==> src/hw/rtl/fcsb_pkg.sv <==
`default_nettype none

package fcsb_pkg;

    // Plane registers
    localparam int PLANE_COUNT = 6;
    localparam int IDX_W       = 3;
    localparam int ADDR_W      = 6;
    localparam int IDX_LSB     = 3;
    localparam int DATA_W      = 64;

    // Fixed-point widths: Q1.14 * Q8.8 products land in Q.22
    localparam int COORD_W   = 16;
    localparam int OFF_W     = 17;
    localparam int PROD_W    = 32;
    localparam int PAIR_W    = 33;
    localparam int SUM_W     = 34;
    localparam int OFF_SHIFT = 14;
    localparam int AXES      = 3;

    // Operation codes
    localparam logic OP_SPHERE = 1'b0;
    localparam logic OP_BOX    = 1'b1;

    typedef logic signed [COORD_W-1:0] coord_t;

    typedef struct packed {
        logic   operation;
        coord_t center_x;
        coord_t center_y;
        coord_t center_z;
        coord_t radius;
        coord_t box_min_x;
        coord_t box_min_y;
        coord_t box_min_z;
        coord_t box_max_x;
        coord_t box_max_y;
        coord_t box_max_z;
    } req_t;

    typedef struct packed {
        logic adv_prod;
        logic adv_sum;
    } stage_ctrl_t;

endpackage

`default_nettype wire

==> src/hw/rtl/fcsb_plane.sv <==
`default_nettype none

module fcsb_plane (
    input  wire logic                          clk,
    input  wire fcsb_pkg::stage_ctrl_t         ctrl,
    input  wire logic [fcsb_pkg::DATA_W-1:0]   plane,
    input  wire fcsb_pkg::req_t                item,
    output logic                               below
);

    fcsb_pkg::coord_t                      nrm [fcsb_pkg::AXES];
    fcsb_pkg::coord_t                      pt  [fcsb_pkg::AXES];
    fcsb_pkg::coord_t                      bmin [fcsb_pkg::AXES];
    fcsb_pkg::coord_t                      bmax [fcsb_pkg::AXES];
    fcsb_pkg::coord_t                      ctr  [fcsb_pkg::AXES];
    fcsb_pkg::coord_t                      ofs;
    logic signed [fcsb_pkg::OFF_W-1:0]     rsum;
    logic signed [fcsb_pkg::PROD_W-1:0]    prod_next [fcsb_pkg::AXES];
    logic signed [fcsb_pkg::PROD_W-1:0]    prod_reg  [fcsb_pkg::AXES];
    logic signed [fcsb_pkg::PAIR_W-1:0]    off_next;
    logic signed [fcsb_pkg::PAIR_W-1:0]    off_reg;
    logic signed [fcsb_pkg::PAIR_W-1:0]    pair_a_next;
    logic signed [fcsb_pkg::PAIR_W-1:0]    pair_b_next;
    logic signed [fcsb_pkg::PAIR_W-1:0]    pair_a_reg;
    logic signed [fcsb_pkg::PAIR_W-1:0]    pair_b_reg;
    logic signed [fcsb_pkg::SUM_W-1:0]     total;

    // Unpack the plane and the object
    always_comb
    begin
        nrm[0]  = plane[63:48];
        nrm[1]  = plane[47:32];
        nrm[2]  = plane[31:16];
        ofs     = plane[15:0];
        ctr[0]  = item.center_x;
        ctr[1]  = item.center_y;
        ctr[2]  = item.center_z;
        bmin[0] = item.box_min_x;
        bmin[1] = item.box_min_y;
        bmin[2] = item.box_min_z;
        bmax[0] = item.box_max_x;
        bmax[1] = item.box_max_y;
        bmax[2] = item.box_max_z;
    end

    // Pick the test point and multiply by the normal
    always_comb
    begin
        for (int k = 0; k < fcsb_pkg::AXES; k++)
        begin
            if (item.operation == fcsb_pkg::OP_SPHERE)
            begin
                pt[k] = ctr[k];
            end
            else
            begin
                // positive-vertex pick: max corner where the normal is not negative
                pt[k] = nrm[k][fcsb_pkg::COORD_W-1] ? bmin[k] : bmax[k];
            end
            prod_next[k] = fcsb_pkg::PROD_W'(nrm[k]) * fcsb_pkg::PROD_W'(pt[k]);
        end
    end

    // Fold the radius into the offset for the sphere test
    always_comb
    begin
        rsum = fcsb_pkg::OFF_W'(ofs)
             + ((item.operation == fcsb_pkg::OP_SPHERE)
                ? fcsb_pkg::OFF_W'(item.radius) : fcsb_pkg::OFF_W'(0));
        off_next = fcsb_pkg::PAIR_W'(rsum) <<< fcsb_pkg::OFF_SHIFT;
    end

    always_ff @(posedge clk)
    begin
        if (ctrl.adv_prod)
        begin
            prod_reg <= prod_next;
            off_reg  <= off_next;
        end
    end

    // Add in pairs
    always_comb
    begin
        pair_a_next = fcsb_pkg::PAIR_W'(prod_reg[0]) + fcsb_pkg::PAIR_W'(prod_reg[1]);
        pair_b_next = fcsb_pkg::PAIR_W'(prod_reg[2]) + off_reg;
    end

    always_ff @(posedge clk)
    begin
        if (ctrl.adv_sum)
        begin
            pair_a_reg <= pair_a_next;
            pair_b_reg <= pair_b_next;
        end
    end

    // Final sum: the object lies outside when the signed distance is negative
    always_comb
    begin
        total = fcsb_pkg::SUM_W'(pair_a_reg) + fcsb_pkg::SUM_W'(pair_b_reg);
        below = total[fcsb_pkg::SUM_W-1];
    end

endmodule

`default_nettype wire

==> config.mk <==
export PLATFORM = sky130hd
export DESIGN_NAME = fcsb_plane
export DESIGN_NICKNAME = d
export VERILOG_FILES = /design/src/hw/rtl/fcsb_pkg.sv /design/src/hw/rtl/fcsb_plane.sv
export SDC_FILE = /design/constraint.sdc
export NUM_CORES = 2
export LEC_CHECK = 0
export BUFFER_PORTS_ARGS = -buffer_cell sky130_fd_sc_hd__buf_2
export CORE_ASPECT_RATIO = 1.25
export CORE_MARGIN = 2
export CORE_UTILIZATION = 55
export DETAILED_ROUTE_END_ITERATION = 12
export GPL_TIMING_DRIVEN = 0
export PLACE_DENSITY = 0.72
export SLEW_MARGIN = 5
export SYNTH_ARGS = -nofsm -noshare
export SYNTH_HDL_FRONTEND = slang
export SYNTH_SLANG_ARGS = --single-unit
==> constraint.sdc <==
create_clock -name clk -period 15.5 [get_ports clk]
set_clock_uncertainty 0.05 [all_clocks]
set_input_delay 4.65 -clock clk [delete_from_list [all_inputs] [get_ports clk]]
set_output_delay 4.65 -clock clk [all_outputs]
set_load 0.05 [all_outputs]
# [Word-level counts from Yosys, hierarchy flattened]
# Index checks and enable logic that the tools add are counted.
[op_classes] add_sub_neg=4 multipliers=3 div=0 n_lt_le_gt_ge=0 eq_ne=0 shifts=0 muxes=7 bitwise=0 reduce_logical=0
[ops] operator="$mul 16x16->32" count=3
[ops] operator="$mux 16" count=6
[ops] operator="$add 33x33->34" count=1
[ops] operator="$add 32x31->33" count=1
[ops] operator="$add 32x32->33" count=1
[ops] operator="$add 16x17->17" count=1
[ops] operator="$mux 17" count=1
[totals] regBits=179 latch_bits=0 mem_bits_rw=0 rom_bits=0 mem_count=0

# [Depth between registers and ports, before layout]
[depth] depth_word=3 ltp_mapped=29 depth_no_buf=26

# [Worst setup path after synthesis]
# OpenSTA, ideal clock, no wires.
[synth_timing] path_type="input-to-reg" from="in plane[47] in the netlist's numbering" to="reg prod_reg[57] in the netlist's numbering, data pin" arrival_time_ns=11.217 slack_ns=3.973 cell_stages=28 n_path_buf=3 cell_sequence="clkbuf_1 -> buf_2 -> mux2i_1 -> a21oi_1 -> clkbuf_1 -> nand2_1 -> fa_1 -> inv_1 -> fa_1 -> inv_1 -> fa_1 -> inv_1 -> fa_1 -> fa_1 -> inv_1 -> fa_1 -> inv_1 -> ha_1 -> a21o_1 -> a211o_1 -> o221ai_1 -> a31oi_1 -> a21o_1 -> a21o_1 -> a21o_1 -> a21o_1 -> o31ai_2 -> xnor2_1"
[synth_lines] element="start, declared" line_no="fcsb_plane.sv:6" text="input wire logic [fcsb_pkg::DATA_W-1:0] plane,"
[synth_lines] element="end signal, assigned" line_no="fcsb_plane.sv:77" text="prod_reg <= prod_next;"
[synth_lines] element="end, declared" line_no="fcsb_plane.sv:19" text="logic signed [fcsb_pkg::PROD_W-1:0] prod_reg [fcsb_pkg::AXES];"

==> metrics.txt <==
Pre-antenna DRT Iters=5; Post-CTS Setup Bufs=0; register area=5380 sq um; final period utilization=87.2%; Hold Crit Start=prod_reg[8]$_DFFE_PP_; crit path launch type=primary input; Die ar.=73600 sq um; largest family of logic cells by synthesized area=adder cells; Synthesis Warnings=0; grt total ovfl=0; synthesized-area fraction occupied by adder cells=51.1%; critical path peak fanout=10; Hold Buf Count CTS=0; dpl hpwl=83.1 mm; Worst Hold Endpoint=pair_b_reg[8]$_DFFE_PP_; r2r endpoint=pair_a_reg[32]$_DFFE_PP_; Vias=28300; post-synthesis simple-gate area fraction=13.8%; Max Root-Sink Buffers=2; RSZ-0062 raised after global routing=no; Synth Instances=4018; DR iter-0 viols=1773; Core Rows=109; vias in the first global route=30300; worst r2r src=prod_reg[64]$_DFFE_PP_; Max Clk Rate=74.0 MHz; multi-input combinational cell area=30200 sq um; cts bufs inserted=17; # fillers=6096; cts repair resizes=0; initial core utilization=55.5%; critical setup path kind=primary input to flop; Reg2Reg Setup Slack=12.09 ns; asr flop ratio synth=0%; post-route minimum period=13.51 ns; die width=243 um; worst slew pin tran=1.31 ns; post-synthesis mux area share=1.25%; clock-pin slew on the worst setup and hold paths=0.07 ns; clk_lat worst skew=0.44 ns; Slew Limit Fails=0; Reg2Reg Depth=13; Main synth FF type=edfxtp_1; Routed Antenna Nets=0; htree depth=4; Synth Cell Area=39300 sq um; Vias/cell=5.42; synthesis-stage register bit count=179; top cells by area, synth=fa_1, edfxtp_1, ha_1; count leader, synth=inv_1; CTS root buf=clkbuf_16; Worst Hold Class=flop to flop; port bufs=224; Die Ht=303 um; initial antenna violation count=2; final hold violation count=0; Netlist cell types=73; # clock sinks=179; Total Routing Usage GR=28.0%; crit end category=flop; worst path required time=15.64 ns; IO Count=229; number of remaining DRC errors=0; pin count of the biggest net entering global routing=81; Worst EP arrival=13.65 ns; Min-Delay Path Depth=0; Worst slew margin=11.6%; Routability Congestion=0.933; status=complete, no violations; share of cells above drive strength 1=7.16%; fin nets=5625; synthesized area per cell=9.78 sq um; max reg flops=96; Commonest cells post-synth=inv_1, fa_1, nand2_1, ha_1, nor2b_1; area added between synthesis and finish=7.47%; DR WL/cell=18.7 um; top-area cell type share of the netlist area=40.2%; synthesized net count=5379; Yosys top cell by area=fa_1; core area=70800 sq um; # Max-Cap Violations=0; CTS tree=done; Seq/Total Area, Yosys=13.7%; xor-xnor portion of the synthesized cell area=3.39%; Setup-failing EPs final=0; global-route wire length before repair=158 mm; Sum Neg Setup Slack=0 ns; final WL=97.8 mm; post-synthesis compound-gate area fraction=7.22%; Post-synth EDFFs=179
-- worst max-delay path: stages --
cell      delay, ns
clkbuf_1       0.77
clkbuf_1       0.82
nor2_1         0.12
a21oi_1        0.66
clkbuf_1       0.51
nand2_1        0.16
fa_1           0.56
inv_1          0.05
fa_1           0.50
inv_1          0.05
fa_1           0.53
inv_1          0.05
fa_1           0.46
fa_1           0.53
inv_1          0.05
fa_1           0.47
inv_1          0.04
ha_1           0.38
nand3_1        0.13
nor3_1         0.30
nand4_1        0.19
a21boi_0       0.53
nand2_1        0.21
a31oi_1        0.29
a21o_1         0.16
a21oi_1        0.07
xnor2_1        0.38
-- cell families (layout without fill, tap and decap cells) --
family          after synthesis  count (layout)
xor+xnor                    152             152
simple gates               1084            1084
flops                       179             179
mux                          49              49
other cells                   0               1
fa+ha+maj                  1133            1133
buf+inv                     990            1248
compound gates              431             431
-- layout by cell type (no fill, tap or decap), types with 20 or more instances in the layout --
master    count
nor2b_1     213
a21oi_1     138
o21bai_1     20
mux2i_1      48
nand2b_1     49
a21o_1       72
ha_1        344
o21ai_0      71
edfxtp_1    179
fa_1        789
nand3_1      22
buf_2       227
clkbuf_1    112
o21a_1       22
and2_1      196
inv_1       871
nor2_1      141
nand2_1     387
xnor2_1     118
xor2_1       34
-- final cells by class --
type                    instances  area share, %
plain buffers                 119           1.08
clock buffers                  17           1.01
clock inverters                14          0.347
diodes                          1        0.00593
repair buffers                227           2.79
well taps                     943           2.79
flip-flops and latches        179           12.7
multi-input cells            2849           71.5
inverters                     871           7.74
-- per-stage QoR --
| stage | setup WS, ns | utilization, % | cells | hold WS [ns] | area [sq um] |
|---|---|---|---|---|---|
| 3_5_place_dp | 1.55 | 58.9 | 5188 | 0.356 | 41700 |
| 5_1_grt | 1.56 | 59.7 | 5219 | 0.375 | 42200 |
| 3_3_place_gp | 1.42 | 58.8 | 5185 | 0.351 | 41600 |
| 2_1_floorplan | 3.97 | - | 4018 | 0.350 | 39300 |
| 6_report | 1.99 | 59.7 | 5220 | 0.370 | 42200 |
| 4_1_cts | 2.02 | 59.7 | 5219 | 0.373 | 42200 |
-- worst max path at each step --
| stage | from | endpoint | depth (start not counted) |
|---|---|---|---|
| after floorplan | plane[47] | prod_reg[57]$_DFFE_PP_ | 28 |
| after global placement | item[160] | prod_reg[31]$_DFFE_PP_ | 25 |
| after detailed placement | item[160] | prod_reg[31]$_DFFE_PP_ | 27 |
| after CTS | item[160] | prod_reg[31]$_DFFE_PP_ | 27 |
| after global routing | item[160] | prod_reg[62]$_DFFE_PP_ | 27 |
| final | item[160] | prod_reg[62]$_DFFE_PP_ | 27 |
-- metal layers --
metal,global-route usage (%),up-vias,part of all wire (%)
met5,0,-,0.013
met4,14.6,2,6.3
met3,3.59,258,5.8
met2,49.2,893,50
met1,34.0,14300,38
li1,-,12900,-
Power is left out: the tool's default activity adds up to more than one toggle a clock period on the data nets, which glitch-free logic cannot reach.
